`config.mk`:
```
export PLATFORM = sky130hd
export DESIGN_NAME = tlv_attribute_walker_classifier
export DESIGN_NICKNAME = d
export VERILOG_FILES = /design/src/sv/tlvawc_pkg.sv /design/src/sv/tlvawc_in_stage.sv /design/src/sv/tlvawc_walker.sv /design/src/sv/tlv_attribute_walker_classifier.sv
export SDC_FILE = /design/constraint.sdc
export NUM_CORES = 1
export LEC_CHECK = 0
export CAP_MARGIN = 20
export CORE_MARGIN = 2
export CORE_UTILIZATION = 32
export DETAILED_ROUTE_END_ITERATION = 12
export DONT_BUFFER_PORTS = 1
export GPL_ROUTABILITY_DRIVEN = 0
export PLACE_DENSITY = 0.5
export SLEW_MARGIN = 10
export SYNTH_ARGS = -nofsm -noshare
export SYNTH_HDL_FRONTEND = slang
export SYNTH_SLANG_ARGS = --single-unit
```
`constraint.sdc`:
```
create_clock -name clk -period 4.1 [get_ports clk]
set_input_delay 0.615 -clock clk [delete_from_list [all_inputs] [get_ports clk]]
set_output_delay 0.615 -clock clk [all_outputs]
set_load 0.03 [all_outputs]
```
`src/sv/tlvawc_pkg.sv`:
```
// Shared types, codes and the attribute kind table for the TLV attribute walker.
// No dependencies; imported by every module of the block.
`timescale 1ns / 1ps

package tlvawc_pkg;

  localparam int unsigned SKIP_W = 12;

  localparam logic [2:0] KIND_STR = 3'd0;
  localparam logic [2:0] KIND_HEX = 3'd1;
  localparam logic [2:0] KIND_INT = 3'd2;
  localparam logic [2:0] KIND_ADR = 3'd3;
  localparam logic [2:0] KIND_UNK = 3'd4;

  localparam logic [2:0] ST_OK      = 3'd0;
  localparam logic [2:0] ST_CORRUPT = 3'd1;
  localparam logic [2:0] ST_BADLEN  = 3'd2;
  localparam logic [2:0] ST_TRUNC   = 3'd3;
  localparam logic [2:0] ST_NOATTR  = 3'd4;

  localparam int unsigned KIND_DEPTH = 92;
  localparam int unsigned KIND_IDX_W = $clog2(KIND_DEPTH);

  localparam logic [2:0] KIND_TABLE [0:KIND_DEPTH-1] = '{
    3'd4, 3'd0, 3'd0, 3'd0, 3'd3, 3'd2, 3'd2, 3'd2, 3'd3, 3'd3,
    3'd2, 3'd1, 3'd2, 3'd2, 3'd3, 3'd2, 3'd2, 3'd4, 3'd0, 3'd0,
    3'd0, 3'd4, 3'd0, 3'd2, 3'd0, 3'd0, 3'd0, 3'd2, 3'd2, 3'd2,
    3'd0, 3'd0, 3'd0, 3'd0, 3'd0, 3'd0, 3'd0, 3'd2, 3'd2, 3'd0,
    3'd2, 3'd2, 3'd2, 3'd2, 3'd0, 3'd2, 3'd2, 3'd2, 3'd2, 3'd2,
    3'd0, 3'd2, 3'd2, 3'd2, 3'd4, 3'd2, 3'd4, 3'd4, 3'd4, 3'd4,
    3'd0, 3'd2, 3'd2, 3'd1, 3'd2, 3'd2, 3'd0, 3'd0, 3'd0, 3'd0,
    3'd4, 3'd4, 3'd4, 3'd4, 3'd4, 3'd2, 3'd2, 3'd0, 3'd0, 3'd0,
    3'd0, 3'd0, 3'd0, 3'd2, 3'd0, 3'd2, 3'd2, 3'd0, 3'd0, 3'd4,
    3'd0, 3'd0
  };

  typedef struct packed {
    logic [7:0] data_byte;
    logic       last_byte;
  } pkt_byte_t;

  typedef struct packed {
    logic [7:0]  attr_type;
    logic [7:0]  value_length;
    logic [2:0]  attr_kind;
    logic [2:0]  status;
    logic [31:0] value_word;
    logic        packet_end;
  } attr_rec_t;

  function automatic logic [2:0] kind_of(input logic [7:0] code);
    logic [2:0] k;
    k = KIND_UNK;
    if (code < 8'(KIND_DEPTH)) begin
      k = KIND_TABLE[code[KIND_IDX_W-1:0]];
    end
    return k;
  endfunction

endpackage

```
`src/sv/tlvawc_in_stage.sv`:
```
// Input register stage: holds one packet byte transaction ahead of the walker.
// Depends on tlvawc_pkg.
`timescale 1ns / 1ps

module tlvawc_in_stage (
  input  logic                  clk,
  input  logic                  rst,
  input  logic                  pkt_valid,
  output logic                  pkt_ready,
  input  tlvawc_pkg::pkt_byte_t pkt,
  output logic                  stage_valid,
  output tlvawc_pkg::pkt_byte_t stage_item,
  input  logic                  stage_take
);
  import tlvawc_pkg::*;

  // refill whenever empty or the held byte is consumed this cycle
  assign pkt_ready = !stage_valid || stage_take;

  always_ff @(posedge clk) begin
    if (rst) begin
      stage_valid <= 1'b0;
    end else if (pkt_ready) begin
      stage_valid <= pkt_valid;
    end
  end

  always_ff @(posedge clk) begin
    if (pkt_ready && pkt_valid) begin
      stage_item <= pkt;
    end
  end

endmodule

```
`src/sv/tlvawc_walker.sv`:
```
// Attribute walker: parse state, per-byte update logic and the record register.
// Depends on tlvawc_pkg.
`timescale 1ns / 1ps

module tlvawc_walker #(
  parameter int unsigned PACKET_MAX = 4096
) (
  input  logic                          clk,
  input  logic                          rst,
  input  logic                          cfg_valid,
  output logic                          cfg_ready,
  input  logic [tlvawc_pkg::SKIP_W-1:0] cfg_header_skip,
  input  logic                          stage_valid,
  input  tlvawc_pkg::pkt_byte_t         stage_item,
  output logic                          stage_take,
  output logic                          rec_valid,
  input  logic                          rec_ready,
  output tlvawc_pkg::attr_rec_t         rec
);
  import tlvawc_pkg::*;

  localparam int unsigned OFF_W = ($clog2(PACKET_MAX) < SKIP_W) ? $clog2(PACKET_MAX) : SKIP_W;
  localparam int unsigned CAP_I = ((PACKET_MAX - 1) < 4095) ? (PACKET_MAX - 1) : 4095;
  localparam logic [OFF_W-1:0] OFF_CAP = OFF_W'(CAP_I);

  localparam logic [2:0] PH_SKIP  = 3'd0;
  localparam logic [2:0] PH_TYPE  = 3'd1;
  localparam logic [2:0] PH_LEN   = 3'd2;
  localparam logic [2:0] PH_VALUE = 3'd3;
  localparam logic [2:0] PH_STOP  = 3'd4;

  logic [SKIP_W-1:0] header_skip;
  logic [OFF_W-1:0]  byte_offset, byte_offset_next;
  logic [2:0]        phase, phase_next, work_phase;
  logic [7:0]        cur_type, cur_type_next;
  logic [7:0]        bytes_rem, bytes_rem_next, rem_dec;
  logic [7:0]        cur_len, cur_len_next;
  logic [31:0]       accum, accum_next, accum_upd;
  logic              emit;
  attr_rec_t         rec_next;
  logic [2:0]        cur_kind;
  logic              in_header;
  logic [7:0]        b;
  logic              last;

  assign cfg_ready  = 1'b1;
  assign stage_take = stage_valid && (!rec_valid || rec_ready);

  assign b         = stage_item.data_byte;
  assign last      = stage_item.last_byte;
  assign in_header = (phase == PH_SKIP) && (SKIP_W'(byte_offset) < header_skip);
  assign work_phase = (phase == PH_SKIP) ? PH_TYPE : phase;
  assign cur_kind  = kind_of(cur_type);
  assign rem_dec   = bytes_rem - 8'd1;
  // only the first four value bytes are gathered
  assign accum_upd = ((cur_len - bytes_rem) < 8'd4) ? {accum[23:0], b} : accum;

  always_comb begin
    byte_offset_next = (byte_offset < OFF_CAP) ? byte_offset + 1'b1 : byte_offset;
    phase_next       = phase;
    cur_type_next    = cur_type;
    bytes_rem_next   = bytes_rem;
    cur_len_next     = cur_len;
    accum_next       = accum;
    emit             = 1'b0;
    rec_next         = '{attr_type: 8'd0, value_length: 8'd0, attr_kind: KIND_UNK,
                         status: ST_NOATTR, value_word: 32'd0, packet_end: last};
    if (in_header) begin
      emit = last;
    end else begin
      unique case (work_phase)
        PH_TYPE: begin
          cur_type_next = b;
          phase_next    = PH_LEN;
          emit          = last;
          rec_next.attr_type = b;
          rec_next.attr_kind = kind_of(b);
          rec_next.status    = ST_TRUNC;
        end
        PH_LEN: begin
          rec_next.attr_type = cur_type;
          rec_next.attr_kind = cur_kind;
          if (b <= 8'd2) begin
            emit            = 1'b1;
            rec_next.status = ST_BADLEN;
            phase_next      = PH_STOP;
          end else begin
            cur_len_next   = b - 8'd2;
            bytes_rem_next = b - 8'd2;
            accum_next     = '0;
            phase_next     = PH_VALUE;
            emit           = last;
            rec_next.status       = ST_TRUNC;
            rec_next.value_length = b - 8'd2;
          end
        end
        PH_VALUE: begin
          accum_next     = accum_upd;
          bytes_rem_next = rem_dec;
          rec_next.attr_type    = cur_type;
          rec_next.attr_kind    = cur_kind;
          rec_next.value_length = cur_len;
          rec_next.value_word   = accum_upd;
          if (rem_dec == 8'd0) begin
            emit       = 1'b1;
            phase_next = PH_TYPE;
            if ((cur_kind == KIND_INT || cur_kind == KIND_ADR) && cur_len != 8'd4) begin
              rec_next.status = ST_CORRUPT;
            end else begin
              rec_next.status = ST_OK;
            end
          end else begin
            emit            = last;
            rec_next.status = ST_TRUNC;
          end
        end
        default: begin
          phase_next = PH_STOP;
          emit       = last;
        end
      endcase
    end
    if (last) begin
      byte_offset_next = '0;
      phase_next       = PH_SKIP;
      cur_type_next    = '0;
      bytes_rem_next   = '0;
      cur_len_next     = '0;
      accum_next       = '0;
    end
  end

  always_ff @(posedge clk) begin
    if (rst) begin
      header_skip <= SKIP_W'(20);
      byte_offset <= '0;
      phase       <= PH_SKIP;
      cur_type    <= '0;
      bytes_rem   <= '0;
      cur_len     <= '0;
      accum       <= '0;
      rec_valid   <= 1'b0;
    end else begin
      if (cfg_valid) begin
        header_skip <= cfg_header_skip;
      end
      if (stage_take) begin
        byte_offset <= byte_offset_next;
        phase       <= phase_next;
        cur_type    <= cur_type_next;
        bytes_rem   <= bytes_rem_next;
        cur_len     <= cur_len_next;
        accum       <= accum_next;
        rec_valid   <= emit;
      end else if (rec_ready) begin
        rec_valid <= 1'b0;
      end
    end
  end

  always_ff @(posedge clk) begin
    if (stage_take && emit) begin
      rec <= rec_next;
    end
  end

  a_last_restarts: assert property (@(posedge clk) disable iff (rst)
    stage_take && last |=> phase == PH_SKIP && byte_offset == '0)
    else $error("walker did not restart after last byte");

  a_value_nonzero: assert property (@(posedge clk) disable iff (rst)
    phase == PH_VALUE |-> bytes_rem != 8'd0)
    else $error("value phase with nothing remaining");

  a_noattr_form: assert property (@(posedge clk) disable iff (rst)
    rec_valid && rec.status == ST_NOATTR |-> rec.attr_type == 8'd0 && rec.packet_end)
    else $error("malformed end record");

  a_trunc_end: assert property (@(posedge clk) disable iff (rst)
    rec_valid && rec.status == ST_TRUNC |-> rec.packet_end)
    else $error("truncation record without packet end");

  a_hold_on_stall: assert property (@(posedge clk) disable iff (rst)
    stage_valid && rec_valid && !rec_ready |=> $stable(phase) && $stable(byte_offset))
    else $error("state moved while output stalled");

endmodule

```
`src/sv/tlv_attribute_walker_classifier.sv`:
```
// Top level of the TLV attribute walker and classifier.
// A record is loaded into the walker's record register when the walker takes its causing byte from the input register.
// Throughput: one byte per cycle while records are taken; a record left waiting
// stalls the walker, and the input register takes one more byte before pkt_ready drops.
// Reset (rst, synchronous): walker to the header skip phase, header_skip to 20.
// Depends on tlvawc_pkg, tlvawc_in_stage and tlvawc_walker.
`timescale 1ns / 1ps

module tlv_attribute_walker_classifier #(
  parameter int unsigned PACKET_MAX = 4096
) (
  input  logic                          clk,
  input  logic                          rst,
  input  logic                          cfg_valid,
  output logic                          cfg_ready,
  input  logic [tlvawc_pkg::SKIP_W-1:0] cfg_header_skip,
  input  logic                          pkt_valid,
  output logic                          pkt_ready,
  input  tlvawc_pkg::pkt_byte_t         pkt,
  output logic                          rec_valid,
  input  logic                          rec_ready,
  output tlvawc_pkg::attr_rec_t         rec
);
  import tlvawc_pkg::*;

  logic      stage_valid;
  logic      stage_take;
  pkt_byte_t stage_item;

  tlvawc_in_stage u_in_stage (
    .clk         (clk),
    .rst         (rst),
    .pkt_valid   (pkt_valid),
    .pkt_ready   (pkt_ready),
    .pkt         (pkt),
    .stage_valid (stage_valid),
    .stage_item  (stage_item),
    .stage_take  (stage_take)
  );

  tlvawc_walker #(
    .PACKET_MAX (PACKET_MAX)
  ) u_walker (
    .clk             (clk),
    .rst             (rst),
    .cfg_valid       (cfg_valid),
    .cfg_ready       (cfg_ready),
    .cfg_header_skip (cfg_header_skip),
    .stage_valid     (stage_valid),
    .stage_item      (stage_item),
    .stage_take      (stage_take),
    .rec_valid       (rec_valid),
    .rec_ready       (rec_ready),
    .rec             (rec)
  );

endmodule

```
==> out/qor.txt <==
status -> complete, no violations
worst hold slack -> 0.260 ns
Vias -> 5395
Hold Crit Class -> in2reg
row count -> 55
Period minus WS final -> 3.23 ns
most frequent cells after synthesis -> nor2_1, dfxtp_1, edfxtp_1, mux2i_1, nand2_1
synth unique cells -> 66
fin area -> 8220 sq um
effective utilization at floorplan -> 0.327
DR iter-0 viols -> 400
GR Layer Usage met2 -> 0.242
GR peak layer -> met2
Die Footprint -> 24400 sq um
TritonRoute pass-1 iters -> 5
Lkg Pwr -> 3.05 nW
Clk pin slew, worst setup/hold paths -> 0.07 ns
Yosys reg bits -> 149
clock latency on the worst-skew pair -> 0.42 ns
total CTS buffers -> 17
Core Region -> 22700 sq um
Worst Hold Path EP -> u_walker.header_skip[10]$_SDFFE_PP0P_
number of flops mapped to enable cells by yosys -> 64
initial antenna violation count -> 1
ratio of cells with drive above 1 in the final layout -> 0.0727
Hold Vio Cnt, Final -> 0
cts hold-fix bufs -> 0
Req. time, crit path -> 4.25 ns
setup slack, reg-to-reg -> 0.87 ns
Die Height -> 156 microns
DR DRC count -> 0
sequential share of the synthesized area -> 0.489
Max-Cap Viols -> 0
async set-reset flop share out of synthesis -> 0
DRT antenna net count -> 0
Max VDD drop -> 0.223 mV
number of global-route vias before repair -> 5227
Vias/cell -> 5.39
post-CTS sizing -> 0
RR Endpoint -> u_walker.rec[13]$_SDFFCE_PP0P_
CP max stage cell -> nor4b_4
clock sink total -> 149
largest net degree at the start of global routing -> 53
GR Util All Layers -> 0.149
met1 usage -> 0.193
worst-margin pin slew -> 0.942 ns
slew margin rel. -> 0.367
Post-CTS Setup Repair Bufs -> 0
Top delay family on crit path -> simple AND/OR/NAND/NOR gates
Final Routed Wirelength -> 17500 microns
placed cell area -> 7610 sq um
# IOs -> 84
Yosys top cell by area -> edfxtp_1
synthesis-to-finish area growth -> 10.8%
TritonCTS clock tree -> done
CTS root buffer -> clkbuf_16
met3 Usage GRT -> 0.0371
worst path cell trace -> inv_1, ha_1, a21o_1, a31o_1, o22ai_2, mux2i_1, nor4b_4, buf_12, mux2i_1, nor2_1
fillers -> 2250
NumNets Final -> 763
Hold Path Cell Cnt -> 1
DP HPWL -> 12200 microns
most common cell in the netlist -> nor2_1
global-route wire length before repair -> 28400 microns
Buf/Inv on CP -> 2
synth top area cells -> edfxtp_1, dfxtp_1, mux2i_1
Final Max Tran Viols -> 0
Syn Area/Cell -> 10.2 sq um
Max Clk Rate -> 310 MHz
Synth Flop Type -> dfxtp_1
Pwr Density -> 413 nW/um^2
setup TNS -> 0 ns
RSZ-0062 raised after global routing -> no
Worst Skew -> 0.0128 ns
maximum fanout along the worst path -> 29
Max Root-Sink Buffers -> 2
Crit path top cell by count -> mux2i_1
slowest stage delay, CP -> 0.60 ns
critical path arrival -> 3.38 ns
critical path class -> reg2reg
DR WL/cell -> 17.5 microns
IO buf count -> 0
Die Width -> 156 microns
Hold Startpoint -> rst
critical path capture point type -> flip-flop
crit share post-route -> 0.788
Remaining Overflow, GRT -> 0
CTS H-Tree Depth -> 4
Warnings, synthesis -> 0
CP startpoint kind -> flip-flop
post-synth net total -> 785
Worst Reg-to-Reg Cells -> 10
reg-to-reg critical path startpoint -> u_walker.bytes_rem[2]$_SDFFE_PP0P_
Synth Instances -> 724
area fraction of the dominant cell type after synthesis -> 0.259
final setup vio count -> 0
synthesized area -> 7420 sq um
sequential cells by signal (all words and copies together), names as in the netlist:
register,count
u_walker.accum,32
u_in_stage.stage_item,9
u_walker.rec,55
u_in_stage.stage_valid,1
u_walker.bytes_rem,8
u_walker.byte_offset,12
u_walker.cur_len,8
u_walker.phase,3
u_walker.header_skip,12
u_walker.cur_type,8
u_walker.rec_valid,1
how the worst max path moves through the flow:
stage / start / endpoint / slack (ns) / depth (start not counted)
2_1_floorplan: u_in_stage.stage_item[3]$_DFFE_PP_ / u_walker.rec[0]$_DFFE_PP_ / 0.01 / 8
3_3_place_gp: u_in_stage.stage_item[3]$_DFFE_PP_ / u_walker.accum[24]$_SDFFE_PP0P_ / 1.0 / 11
3_5_place_dp: u_walker.bytes_rem[2]$_SDFFE_PP0P_ / u_walker.rec[13]$_SDFFCE_PP0P_ / 0.95 / 10
4_1_cts: u_walker.bytes_rem[2]$_SDFFE_PP0P_ / u_walker.rec[13]$_SDFFCE_PP0P_ / 0.89 / 10
5_1_grt: u_walker.bytes_rem[3]$_SDFFE_PP0P_ / u_walker.rec[13]$_SDFFCE_PP0P_ / 0.67 / 10
6_report: u_walker.bytes_rem[2]$_SDFFE_PP0P_ / u_walker.rec[13]$_SDFFCE_PP0P_ / 0.87 / 10
routing by layer:
layer,vias up,routed length (microns)
met5,-,0
met4,0,289
met3,20,751
met2,165,8370
met1,2600,8140
li1,2610,-
power by group:
group          switching (mW)  internal, mW  total (mW)
Sequential             0.0438          1.56        1.61
Clock                   0.682         0.904        1.59
Combinational           0.122        0.0835       0.205
layout by cell type, fill, tap and decap left out, drive strengths merged, types with 6 or more instances in the layout:
cell     Yosys  layout
nand2b       9       9
edfxtp      64      64
a31oi       13      13
o211ai       8       8
clkbuf      26      19
nor3        11      11
nand3       13      13
mux2i       45      45
dfxtp       85      85
xor2        14      14
a21oi       32      32
ha          35      35
nor2b        6       6
o2bb2ai      6       6
nor2        96      96
buf         24       9
a32o         9       9
a22o        34      34
nand2       38      38
xnor2        9       9
o21ai       21      21
a21o         6       6
inv         33      43
a22oi        9       9
worst reg2reg max path: cells and delay by family (launching register included):
kind	cells	cell delay, ns
and+or+nand+nor	2	0.67
AOI/OAI and AO/OA	3	0.62
muxes	2	0.52
DFF	1	0.43
buffers and inverters	2	0.40
adders and majority gates	1	0.33
layout make-up:
type | count | area [sq um] | area share
timing repair buffer | 9 | 80.1 | 0.00974
antenna | 1 | 2.50 | 0.000305
tap | 285 | 357 | 0.0434
multi-input combinational | 492 | 3430 | 0.417
clock inverter | 13 | 149 | 0.0181
sequential | 149 | 3620 | 0.441
inverter | 33 | 124 | 0.0151
clock buffer | 19 | 454 | 0.0553
cells by family (layout without fill, tap and decap cells):
group / Yosys count / after routing / synth area share
buffers and inverters: 83 / 74 / 0.0501
adders and majority gates: 35 / 35 / 0.0591
xor gates and xnor gates: 23 / 23 / 0.0272
other: 1 / 2 / 0.000506
and+or+nand+nor: 209 / 209 / 0.134
muxes: 45 / 45 / 0.0607
DFF: 149 / 149 / 0.489
AOI/OAI and AO/OA: 179 / 179 / 0.180
stage by stage:
stage	worst slack [ns]	std cells	util	power, mW
finish	0.869	1001	0.362	3.40
CTS	0.894	1000	0.362	3.45
global route	0.674	1000	0.362	3.54
detailed placement	0.949	968	0.335	1.85
floorplan	0.0110	724	-	1.81
global placement	0.997	968	0.335	1.84
Power figures use the tool's default switching activity.
